### src/sv/lzssd_pkg.sv
// ----------------------------------------------------------------------------
// LZSS decompressor package
// Shared types and format constants for the LZSS decompressor.
// ----------------------------------------------------------------------------
package lzssd_pkg;

    localparam int RING_DEPTH   = 4096;
    localparam int RING_AW      = 12;
    localparam int LEN_W        = 5;
    localparam int MIN_MATCH    = 3;
    localparam int START_RESET  = 4078;
    localparam int FLAG_COUNT   = 8;

    typedef enum logic [1:0] {
        OP_FLAG  = 2'd0,
        OP_LIT   = 2'd1,
        OP_MLOW  = 2'd2,
        OP_MATCH = 2'd3
    } op_t;

    // one accepted stream byte, decoded
    typedef struct packed {
        logic               valid;
        op_t                op;
        logic [7:0]         data;
        logic [RING_AW-1:0] pos;
        logic [LEN_W-1:0]   len;
        logic               file_start;
    } cmd_t;

    // one decompressed byte toward the output register
    typedef struct packed {
        logic       valid;
        logic [7:0] data;
        logic       last;
    } emit_t;

endpackage

### src/sv/lzssd_parser.sv
// ----------------------------------------------------------------------------
// LZSS stream parser
// Tracks flag bits and match halves, decodes each accepted byte.
// ----------------------------------------------------------------------------
module lzssd_parser (
    input  logic           clk,
    input  logic           rst_n,
    input  logic           accept,
    input  logic [7:0]     in_byte,
    input  logic           in_last,
    output lzssd_pkg::cmd_t cmd
);

    logic [7:0] flag_reg, flag_next;
    logic [3:0] left_reg, left_next;
    logic [7:0] low_reg, low_next;
    logic       half_reg, half_next;
    logic       start_reg, start_next;
    lzssd_pkg::op_t op;

    always_comb
    begin
        if (left_reg == 4'd0)
        begin
            op = lzssd_pkg::OP_FLAG;
        end
        else if (flag_reg[0])
        begin
            op = lzssd_pkg::OP_LIT;
        end
        else if (!half_reg)
        begin
            op = lzssd_pkg::OP_MLOW;
        end
        else
        begin
            op = lzssd_pkg::OP_MATCH;
        end
    end

    always_comb
    begin
        flag_next  = flag_reg;
        left_next  = left_reg;
        low_next   = low_reg;
        half_next  = half_reg;
        start_next = start_reg;
        if (accept)
        begin
            start_next = 1'b0;
            case (op)
                lzssd_pkg::OP_FLAG:
                begin
                    flag_next = in_byte;
                    left_next = 4'(lzssd_pkg::FLAG_COUNT);
                end
                lzssd_pkg::OP_LIT:
                begin
                    flag_next = {1'b0, flag_reg[7:1]};
                    left_next = left_reg - 4'd1;
                end
                lzssd_pkg::OP_MLOW:
                begin
                    low_next  = in_byte;
                    half_next = 1'b1;
                end
                lzssd_pkg::OP_MATCH:
                begin
                    flag_next = {1'b0, flag_reg[7:1]};
                    left_next = left_reg - 4'd1;
                    low_next  = 8'd0;
                    half_next = 1'b0;
                end
                default:
                begin
                    flag_next = flag_reg;
                end
            endcase
            if (in_last)
            begin
                flag_next  = 8'd0;
                left_next  = 4'd0;
                low_next   = 8'd0;
                half_next  = 1'b0;
                start_next = 1'b1;
            end
        end
    end

    always_ff @(posedge clk or negedge rst_n)
    begin
        if (!rst_n)
        begin
            flag_reg  <= 8'd0;
            left_reg  <= 4'd0;
            low_reg   <= 8'd0;
            half_reg  <= 1'b0;
            start_reg <= 1'b1;
        end
        else
        begin
            flag_reg  <= flag_next;
            left_reg  <= left_next;
            low_reg   <= low_next;
            half_reg  <= half_next;
            start_reg <= start_next;
        end
    end

    assign cmd.valid      = accept;
    assign cmd.op         = op;
    assign cmd.data       = in_byte;
    assign cmd.pos        = {in_byte[7:4], low_reg};
    assign cmd.len        = {1'b0, in_byte[3:0]} + lzssd_pkg::LEN_W'(lzssd_pkg::MIN_MATCH);
    assign cmd.file_start = start_reg;

endmodule

### config.mk
export PLATFORM = sky130hd
export DESIGN_NAME = lzssd_parser
export DESIGN_NICKNAME = d
export VERILOG_FILES = /design/src/sv/lzssd_pkg.sv /design/src/sv/lzssd_parser.sv
export SDC_FILE = /design/constraint.sdc
export NUM_CORES = 1
export LEC_CHECK = 0
export ABC_AREA = 1
export ABC_CLOCK_PERIOD_IN_PS = 3400
export BUFFER_PORTS_ARGS = -buffer_cell sky130_fd_sc_hd__buf_4
export CAP_MARGIN = 10
export CORE_ASPECT_RATIO = 1.75
export CORE_MARGIN = 2
export CORE_UTILIZATION = 53
export DETAILED_ROUTE_END_ITERATION = 8
export HOLD_SLACK_MARGIN = 0.1
export PLACE_DENSITY = 0.83
export REMOVE_ABC_BUFFERS = 1
export SYNTH_ARGS = -nofsm -noshare
export SYNTH_HDL_FRONTEND = slang
export SYNTH_SLANG_ARGS = --single-unit
export TNS_END_PERCENT = 30
### constraint.sdc
create_clock -name clk -period 3.4 [get_ports clk]
set_clock_uncertainty 0.2 [all_clocks]
set_input_delay 1.02 -clock clk [delete_from_list [all_inputs] [get_ports clk]]
set_output_delay 1.02 -clock clk [all_outputs]
set_load 0.02 [all_outputs]
== After elaboration in Yosys (flattened, before gate mapping) ==
Index checks and enable logic that the tools add are counted.

* Register bits: 22
* Latch bits: 0
* Memory bits (writable): 0
* ROM bits: 0
* Bits of input ports: 12
* Memories kept: 0

* Add/subtract/negate cells: 2
* Multiply operators: 0
* Div/mod/pow operators: 0
* $lt $le $gt $ge: 0
* Equal/unequal tests: 3
* Shift-type cells: 0
* Muxes and demuxes: 12
* Bitwise gates (word level): 0
* Reductions and logical operators: 7

{| class="wikitable"
|+ Operator list
! kind !! count
|-
| $pmux W8 S2 || 2
|-
| $mux W8 || 2
|-
| $pmux W4 S2 || 1
|-
| $reduce_bool A3 Y1 || 2
|-
| $add A4 B2 Y5 const B || 1
|-
| $eq A2 B2 Y1 const B || 2
|-
| $logic_not A4 Y1 || 1
|-
| $mux W2 || 2
|-
| $mux W4 || 1
|-
| $reduce_and A2 Y1 || 2
|-
| $sub A4 B1 Y4 const B || 1
|-
| $mux W1 || 3
|-
| $eq A2 B1 Y1 const B || 1
|-
| $logic_not A2 Y1 || 1
|-
| $pmux W1 S2 || 1
|-
| $reduce_or A2 Y1 || 1
|}

== Longest topological paths before layout ==
Gate-level depths: netlist of run 1.

* Depth after elaboration: 7
* Mapped depth: 9

== Least setup slack after synthesis of run 1 ==
No wires, ideal clock.

* Path type: input port to output port
* Start point: input port in_byte[0]
* End point: output port cmd[3] (netlist bit)
* Arrival: 1.748 ns
* Data required time: 2.180 ns
* Slack: 0.432 ns
* Stages on the path: 3
* Buffers on the path: 0
* Path through: inv_1 -> ha_1 -> xnor2_1

{| class="wikitable"
|+ RTL lines
! item !! line !! source
|-
| start: declaration || lzssd_parser.sv:9 || <nowiki>input logic [7:0] in_byte,</nowiki>
|-
| end: declaration || lzssd_parser.sv:11 || <nowiki>output lzssd_pkg::cmd_t cmd</nowiki>
|}

==> reports/results.md, run 1 <==
Final layout
- 552 um^2 — Storage cell area
- 202 — fin nets
- 0.306 — ratio of cells with drive above 1 in the final layout
- 524 um^2 — multi-input combinational cell area
- 190 — number of fill cells in the layout
- 20.4% — growth of design area from synthesis to finish
- 0 — Ant. Diodes

Clock network
- yes — TritonCTS clock tree
- 1 — Max H-tree Level
- 0 — total of hold buffers inserted after clock tree synthesis
- sky130_fd_sc_hd__clkbuf_8 — CTS root buffer
- 0.27 ns — insertion delay to the later sink of the worst-skew pair
- 0.07 ns — Reg clk slew, reported paths
- 22 — Clock Sinks
- 0 — Post-CTS Setup Bufs
- 0 — CTS resizes
- 3 — clock buffer count from CTS
- 2 — Max Buffers Root-to-Sink

STA
- 0 — final hold viol count
- 0.340 ns — slew at the pin closest to its max-slew limit
- 0.492 ns — post-route setup slack
- 2.91 ns — time the final worst path needs with I/O delays and setup
- 0.773 — relative slew slack
- 0 — number of setup violations in the final report
- 0.855 — portion of the clock cycle consumed by the worst path in the final layout
- 0.344 GHz — maximum frequency from static timing analysis
- false — unrepaired setup endpoints after global routing
- 0 — fin. max-slew vios
- 0 ns — Setup TNS

Min path
- start_reg — min-delay src
- start_reg — sink of the worst hold path
- reg -> reg — path type of the worst min-delay path
- 2 — worst hold stages

Floorplanning
- 0.00282 mm^2 — floorplan die area
- 41.0 um — width of the chip
- 23 — number of standard-cell rows in the floorplan
- 0.558 — Starting Density
- 0.00227 mm^2 — Core Footprint
- 41 — io pins
- 68.7 um — die height

Power
- 1.37 mW — Power Total
- 0.447 mV — largest vdd supply drop
- 900 mW/mm^2 — power density over cell area
- 0.852 nW — static leakage

Worst setup path
- 1.69 ns — data arrival time of the critical path
- 1.58 ns — slack of the worst reg-to-reg path
- 2.18 ns — Required @ worst endpoint
- buf_4 -> inv_1 -> ha_1 -> xnor2_1 -> buf_4 — worst path cell trace
- sky130_fd_sc_hd__buf_4 — CP most frequent cell
- sky130_fd_sc_hd__ha_1 — cell with the largest stage delay on the worst path
- 4 — maximum fanout along the worst path
- in_byte[0] — crit path launch
- 0.18 ns — Largest stage delay, worst path
- 6 — number of cells on the worst reg-to-reg path
- left_reg[0] — Reg2Reg Launch Point
- primary output — kind of end point of the critical path
- in -> out — startpoint-to-endpoint class of the critical path
- input pin — crit start category
- low_reg[6] — Worst R2R End

Drt
- 0 — number of nets still failing antenna checks after routing
- 5.26 — mean number of vias per cell
- 13.4 um — Routed WL per cell
- 2840 um — final wirelength
- 0 — post-route DRC violation count
- 1109 — vias post-DR
- 4 — number of detailed-route iterations in the first pass
- 32 — initial DRC count

Synth
- sky130_fd_sc_hd__dfrtp_1 41%, sky130_fd_sc_hd__nand2_1 13%, sky130_fd_sc_hd__nand3_1 10% — cells taking the most area after synthesis
- 21 — number of library cell types mapped by synthesis
- 22 — post-synthesis sequential element count
- 0.435 — register area share after synthesis
- 158 — post-synthesis instance total
- 0.414 — post-synth top area share
- 45 x sky130_fd_sc_hd__nand2_1, 26 x sky130_fd_sc_hd__nand3_1, 21 x sky130_fd_sc_hd__dfrtp_1 — most frequent cells after synthesis
- 8.03 um^2 — Avg Cell Area, Syn
- 0 — count of flip-flops with a built-in enable after synthesis
- sky130_fd_sc_hd__dfrtp_1 — flip-flop cell with the highest count after synthesis
- sky130_fd_sc_hd__nand2_1 — most common cell in the netlist
- sky130_fd_sc_hd__dfrtp_1 — leading area contributor after synthesis
- 0 — count of synthesis-stage warnings from yosys
- 0.00127 mm^2 — netlist area before placement
- 1.00 — Async SR Flop Fraction

Global route
- 1153 — via count of the first global-routing pass
- 0.239 — aggregate global-route resource usage
- 0 — total congestion overflow after global routing
- 4650 um — wire length of the first global-routing pass
- 23 — maximum number of pins on one net before global-route repair
- 0 — antenna violations before repair

Flow run
- 0 — max_cap viols

Run status
- completed — run status

Placed design
- 0.780 — placer's final routability congestion estimate
- 0.493 ns — Setup WS pre-CTS
- 2100 um — Detailed Place HPWL
- 40 — PortBufs

layer usage:
metal,wire [um],part of all wire,track usage,vias up
li1,-,-,-,543
met1,1050,0.37,0.251,514
met2,1570,0.55,0.432,45
met3,155,0.055,0.0353,7
met4,66,0.023,0.108,0
met5,0,0,0,-
where the power goes:
part / leakage [nW] / switching (mW) / internal, mW
Clock: 0.0288 / 0.0852 / 0.103
Sequential: 0.291 / 0.0820 / 0.374
Combinational: 0.533 / 0.465 / 0.265
Total: 0.852 / 0.632 / 0.742
cells by family after synthesis:
| logic type | count (synthesis) | share of synthesized area |
|---|---|---|
| simple gates | 83 | 0.299 |
| buf+inv | 33 | 0.152 |
| flops | 22 | 0.435 |
| compound gates | 14 | 0.0641 |
| xor+xnor | 3 | 0.0207 |
| fa+ha+maj | 3 | 0.0296 |
critical path: cells and delay by family:
family,cells,cell delay (ns)
xor gates and xnor gates,1,0.12
adders and majority gates,1,0.18
buffers and inverters,3,0.37
area by class of cell:
type / instances / area share
sequential: 22 / 0.361
multi-input combinational: 103 / 0.343
timing repair buffer: 40 / 0.197
inverter: 17 / 0.0426
clock buffer: 4 / 0.0360
tap: 25 / 0.0205
layout by cell type, fill, tap and decap left out:
cell type	instances
sky130_fd_sc_hd__inv_1	13
sky130_fd_sc_hd__nand2_2	2
sky130_fd_sc_hd__buf_4	40
sky130_fd_sc_hd__nand3_1	26
sky130_fd_sc_hd__o21ai_1	12
sky130_fd_sc_hd__clkinv_2	1
sky130_fd_sc_hd__dfstp_2	1
sky130_fd_sc_hd__nor2_4	1
sky130_fd_sc_hd__xnor2_1	2
sky130_fd_sc_hd__o21ai_0	1
sky130_fd_sc_hd__nand2_1	45
sky130_fd_sc_hd__nor2_2	1
sky130_fd_sc_hd__dfrtp_1	21
sky130_fd_sc_hd__nand2_4	1
sky130_fd_sc_hd__inv_2	3
sky130_fd_sc_hd__a21oi_4	1
sky130_fd_sc_hd__clkbuf_8	4
sky130_fd_sc_hd__nand3_2	2
sky130_fd_sc_hd__nor2_1	5
sky130_fd_sc_hd__ha_1	3
sky130_fd_sc_hd__xor2_1	1
per-stage QoR:
| stage | std cells | hold WS (ns) | instance area [um^2] | util |
|---|---|---|---|---|
| 2_1_floorplan | 142 | 0.250 | 1140 | - |
| 3_3_place_gp | 207 | 0.249 | 1470 | 0.648 |
| 3_5_place_dp | 207 | 0.252 | 1470 | 0.648 |
| 4_1_cts | 211 | 0.264 | 1530 | 0.672 |
| 5_1_grt | 211 | 0.288 | 1530 | 0.672 |
| 6_report | 211 | 0.262 | 1530 | 0.672 |
worst max path at each step:
stage / to / slack [ns]
finish: cmd[3] / 0.49
global route: cmd[26] / 0.36
CTS: cmd[3] / 0.49
detailed placement: cmd[3] / 0.49
global placement: cmd[3] / 0.49
floorplan: cmd[3] / 0.43
Power figures use the tool's default switching activity.
==> run 2, diff against run 1 <==
--- a/config.mk
+++ b/config.mk
@@ -10,12 +10,13 @@
 export BUFFER_PORTS_ARGS = -buffer_cell sky130_fd_sc_hd__buf_4
 export CAP_MARGIN = 10
 export CORE_ASPECT_RATIO = 1.75
-export CORE_MARGIN = 2
 export CORE_UTILIZATION = 53
+export CTS_CLUSTER_SIZE = 40
 export DETAILED_ROUTE_END_ITERATION = 8
 export HOLD_SLACK_MARGIN = 0.1
 export PLACE_DENSITY = 0.83
 export REMOVE_ABC_BUFFERS = 1
+export SLEW_MARGIN = 40
 export SYNTH_ARGS = -nofsm -noshare
 export SYNTH_HDL_FRONTEND = slang
 export SYNTH_SLANG_ARGS = --single-unit
==> reports/results.md, run 2 (synthesis results as in run 1) <==
Floorplanning
- 39.0 um — width of the chip
- 0.00260 mm^2 — floorplan die area
- 41 — io pins
- 0.00227 mm^2 — Core Footprint
- 23 — number of standard-cell rows in the floorplan
- 0.558 — Starting Density
- 66.7 um — die height

Power
- 0.742 mW — internal power consumption
- 0.454 mV — largest vdd supply drop
- 0.852 nW — static leakage
- 0.461 — switching power share of the total
- 0.528 — share of total power in combinational logic
- 901 mW/mm^2 — power density over cell area
- 1.38 mW — Power Total
- 0.140 — Clk pwr share
- 0.634 mW — Net Sw Power
- 0.332 — power share of the sequential group

Worst setup path
- left_reg[0] — Reg2Reg Launch Point
- low_reg[1] — Worst R2R End
- in_byte[0] — crit path launch
- 1.72 ns — data arrival time of the critical path
- 1.58 ns — slack of the worst reg-to-reg path
- primary output — kind of end point of the critical path
- input pin — crit start category
- 2.18 ns — Required @ worst endpoint
- 4 — maximum fanout along the worst path
- in -> out — startpoint-to-endpoint class of the critical path
- 6 — number of cells on the worst reg-to-reg path

Min path
- 2 — worst hold stages
- start_reg — sink of the worst hold path
- start_reg — min-delay src
- reg -> reg — path type of the worst min-delay path

STA
- 2.94 ns — time the final worst path needs with I/O delays and setup
- 0 — fin. max-slew vios
- 0.340 GHz — maximum frequency from static timing analysis
- 0.318 ns — slew at the pin closest to its max-slew limit
- 0 — number of setup violations in the final report
- false — unrepaired setup endpoints after global routing
- 0.787 — relative slew slack
- 0 ns — Setup TNS
- 0 — final hold viol count
- 0.864 — portion of the clock cycle consumed by the worst path in the final layout

Drt
- 13.7 um — Routed WL per cell
- 2900 um — final wirelength
- 4 — number of detailed-route iterations in the first pass
- 0 — post-route DRC violation count
- 26 — initial DRC count
- 1137 — vias post-DR
- 0 — number of nets still failing antenna checks after routing
- 5.39 — mean number of vias per cell

Clock network
- 3 — clock buffer count from CTS
- 2 — Max Buffers Root-to-Sink
- 0 — CTS resizes
- 0 — total of hold buffers inserted after clock tree synthesis
- 22 — Clock Sinks
- 0.08 ns — Reg clk slew, reported paths
- 0.27 ns — insertion delay to the later sink of the worst-skew pair
- yes — TritonCTS clock tree
- 1 — Max H-tree Level
- sky130_fd_sc_hd__clkbuf_8 — CTS root buffer
- 0 — Post-CTS Setup Bufs

Global route
- 0 — antenna violations before repair
- 0 — total congestion overflow after global routing
- 0.263 — aggregate global-route resource usage
- 1115 — via count of the first global-routing pass
- 23 — maximum number of pins on one net before global-route repair
- 4690 um — wire length of the first global-routing pass

Final layout
- 45 x sky130_fd_sc_hd__nand2_1, 40 x sky130_fd_sc_hd__buf_4, 26 x sky130_fd_sc_hd__nand3_1, 21 x sky130_fd_sc_hd__dfrtp_1, 13 x sky130_fd_sc_hd__inv_1 — most frequent cells in the layout
- 0.306 — ratio of cells with drive above 1 in the final layout
- 0 — Ant. Diodes
- 20.4% — growth of design area from synthesis to finish
- 199 — number of fill cells in the layout
- sky130_fd_sc_hd__nand2_1 — most common cell after layout, fill and taps aside
- 0.672 — final core utilization
- 0.00153 mm^2 — total non-filler cell area in the finished layout
- 202 — fin nets

Placed design
- 0.00147 mm^2 — Post-DP Area
- 40 — PortBufs
- 0.801 — placer's final routability congestion estimate
- 2120 um — Detailed Place HPWL

Flow run
- 0 — max_cap viols

Run status
- completed — run status

run 2: critical path: stages:
cell                      delay (ns)
sky130_fd_sc_hd__buf_4          0.12
sky130_fd_sc_hd__inv_1          0.09
sky130_fd_sc_hd__ha_1           0.21
sky130_fd_sc_hd__xnor2_1        0.13
sky130_fd_sc_hd__buf_4          0.16
run 2: how the worst max path moves through the flow:
stage / end / slack (ns) / cells past startpoint
after CTS: cmd[3] / 0.46 / 5
final: cmd[3] / 0.46 / 5
after detailed placement: cmd[3] / 0.47 / 5
after floorplan: cmd[3] / 0.43 / 3
after global routing: cmd[26] / 0.39 / 6
after global placement: cmd[3] / 0.49 / 5
run 2: area by class of cell:
type                    count  area, um^2  share of cell area
multi-input cells         103         524               0.343
flip-flops and latches     22         552               0.361
repair buffers             40         300               0.197
well taps                  25        31.3              0.0205
inverters                  17        65.1              0.0426
clock buffers               4        55.1              0.0360
run 2: metal layers:
| layer | global-route usage | wire, um | part of all wire | up-vias |
|---|---|---|---|---|
| met2 | 0.448 | 1640 | 0.57 | 46 |
| li1 | - | - | - | 543 |
| met4 | 0.168 | 125 | 0.043 | 0 |
| met1 | 0.268 | 970 | 0.33 | 537 |
| met5 | 0 | 0 | 0 | - |
| met3 | 0.0633 | 158 | 0.055 | 11 |
run 2: power by group through the flow:
stage          logic (mW)  registers [mW]  clock network [mW]
2_1_floorplan       0.429           0.499                   0
3_3_place_gp        0.708           0.453                   0
4_1_cts             0.731           0.457               0.193
3_5_place_dp        0.724           0.461                   0
6_report            0.727           0.457               0.193
5_1_grt             0.802           0.468               0.206
run 2: stage by stage:
stage	setup WS (ns)	cells	hold WS (ns)
6_report	0.461	211	0.264
5_1_grt	0.389	211	0.284
4_1_cts	0.458	211	0.265
3_5_place_dp	0.466	207	0.253
3_3_place_gp	0.493	207	0.249
2_1_floorplan	0.432	142	0.250
==> run 3, diff against run 2 <==
--- a/config.mk
+++ b/config.mk
@@ -7,7 +7,7 @@
 export LEC_CHECK = 0
 export ABC_AREA = 1
 export ABC_CLOCK_PERIOD_IN_PS = 3400
-export BUFFER_PORTS_ARGS = -buffer_cell sky130_fd_sc_hd__buf_4
+export BUFFER_PORTS_ARGS = -buffer_cell sky130_fd_sc_hd__buf_2
 export CAP_MARGIN = 10
 export CORE_ASPECT_RATIO = 1.75
 export CORE_UTILIZATION = 53
@@ -15,7 +15,6 @@
 export DETAILED_ROUTE_END_ITERATION = 8
 export HOLD_SLACK_MARGIN = 0.1
 export PLACE_DENSITY = 0.83
-export REMOVE_ABC_BUFFERS = 1
 export SLEW_MARGIN = 40
 export SYNTH_ARGS = -nofsm -noshare
 export SYNTH_HDL_FRONTEND = slang
==> reports/results.md, run 3 (synthesis results as in run 1) <==
Run status
- completed — run status

Floorplanning
- 39.0 um — width of the chip
- 66.7 um — die height
- 23 — number of standard-cell rows in the floorplan
- 0.558 — Starting Density
- 0.00260 mm^2 — floorplan die area
- 41 — io pins
- 0.00227 mm^2 — Core Footprint

STA
- 0.260 ns — post-route worst hold slack
- false — unrepaired setup endpoints after global routing
- 0.335 GHz — maximum frequency from static timing analysis
- 0 ns — Setup TNS
- 0.495 ns — slew at the pin closest to its max-slew limit
- 0 — fin. max-slew vios
- 0.879 — portion of the clock cycle consumed by the worst path in the final layout
- 0.670 — relative slew slack
- 0 — number of setup violations in the final report
- 0 — final hold viol count
- 2.99 ns — time the final worst path needs with I/O delays and setup

Global route
- 0.0333 — global-route track usage on met3
- 0.273 — met1 Resource Use GR
- 0.438 — met2 usage in global routing
- 23 — maximum number of pins on one net before global-route repair
- 0 — total congestion overflow after global routing
- met2 — peak-usage layer in the global routing report
- 0 — antenna violations before repair
- 0.250 — aggregate global-route resource usage
- 1078 — via count of the first global-routing pass
- 4560 um — wire length of the first global-routing pass

Placed design
- 0.796 — placer's final routability congestion estimate
- 40 — PortBufs
- 2030 um — Detailed Place HPWL

Min path
- start_reg — sink of the worst hold path
- start_reg — min-delay src
- 2 — worst hold stages
- reg -> reg — path type of the worst min-delay path

Final layout
- 200 — number of fill cells in the layout
- 0 — Ant. Diodes
- 12.5% — growth of design area from synthesis to finish
- 202 — fin nets
- 45 x sky130_fd_sc_hd__nand2_1, 40 x sky130_fd_sc_hd__buf_2, 26 x sky130_fd_sc_hd__nand3_1, 21 x sky130_fd_sc_hd__dfrtp_1, 13 x sky130_fd_sc_hd__inv_1 — most frequent cells in the layout
- sky130_fd_sc_hd__nand2_1 — most common cell after layout, fill and taps aside
- 0.306 — ratio of cells with drive above 1 in the final layout

Worst setup path
- primary output — kind of end point of the critical path
- 4 — maximum fanout along the worst path
- 1.77 ns — data arrival time of the critical path
- 6 — number of cells on the worst reg-to-reg path
- 2.18 ns — Required @ worst endpoint
- 1.56 ns — slack of the worst reg-to-reg path
- in -> out — startpoint-to-endpoint class of the critical path
- input pin — crit start category
- low_reg[7] — Worst R2R End
- left_reg[0] — Reg2Reg Launch Point

Power
- 0.411 mV — largest vdd supply drop
- 1.32 mW — Power Total
- 926 mW/mm^2 — power density over cell area
- 0.825 nW — static leakage

Clock network
- 1 — Max H-tree Level
- 0.08 ns — Reg clk slew, reported paths
- 22 — Clock Sinks
- 0 — total of hold buffers inserted after clock tree synthesis
- sky130_fd_sc_hd__clkbuf_8 — CTS root buffer
- 2 — Max Buffers Root-to-Sink
- yes — TritonCTS clock tree
- 0.26 ns — insertion delay to the later sink of the worst-skew pair
- 0 — Post-CTS Setup Bufs
- 0 — CTS resizes
- 3 — clock buffer count from CTS

Synth
- 173 — syn nets

Drt
- 0 — post-route DRC violation count
- 1149 — vias post-DR
- 0 — number of nets still failing antenna checks after routing
- 4 — number of detailed-route iterations in the first pass
- 5.45 — mean number of vias per cell
- 2800 um — final wirelength
- 35 — initial DRC count
- 13.3 um — Routed WL per cell

Flow run
- 0 — max_cap viols

==> run 3: cell counts in the layout (fill, tap and decap cells not counted) <==
Identical to the previous run, type by type.
==> run 3: cell type report <==
| cell class | count | area (um^2) | area share |
|---|---|---|---|
| clock buffer | 4 | 55.1 | 0.0386 |
| inverter | 17 | 65.1 | 0.0456 |
| multi-input combinational | 103 | 524 | 0.367 |
| sequential | 22 | 552 | 0.387 |
| tap | 25 | 31.3 | 0.0219 |
| timing repair buffer | 40 | 200 | 0.140 |
==> run 3: worst max-delay path: stages <==
cell	delay (ns)
sky130_fd_sc_hd__buf_2	0.11
sky130_fd_sc_hd__inv_1	0.07
sky130_fd_sc_hd__ha_1	0.23
sky130_fd_sc_hd__xnor2_1	0.16
sky130_fd_sc_hd__buf_2	0.19
==> run 3: how the worst max path moves through the flow <==
stage	startpoint	endpoint	slack, ns	cells past startpoint
final	in_byte[0]	cmd[3]	0.41	5
after global placement	in_byte[0]	cmd[3]	0.49	5
after floorplan	in_byte[0]	cmd[3]	0.43	3
after CTS	in_byte[0]	cmd[3]	0.41	5
after detailed placement	in_byte[0]	cmd[3]	0.42	5
after global routing	in_byte[0]	cmd[3]	0.36	5
==> run 3: per-layer routing <==
| layer | vias up | routed length, um |
|---|---|---|
| li1 | 543 | - |
| met5 | - | 0 |
| met4 | 0 | 83 |
| met1 | 552 | 1090 |
| met3 | 9 | 127 |
| met2 | 45 | 1500 |
==> run 3: per-stage QoR <==
stage	instances	instance area, um^2	utilization	worst slack [ns]
4_1_cts	211	1430	0.628	0.410
3_3_place_gp	207	1370	0.604	0.494
6_report	211	1430	0.628	0.412
5_1_grt	211	1430	0.628	0.360
3_5_place_dp	207	1370	0.604	0.425
2_1_floorplan	158	1270	-	0.432
==> run 3: where the power goes <==
part	total, mW	internal [mW]	switching, mW
clock network	0.188	0.103	0.0847
logic	0.684	0.218	0.465
registers	0.450	0.373	0.0766
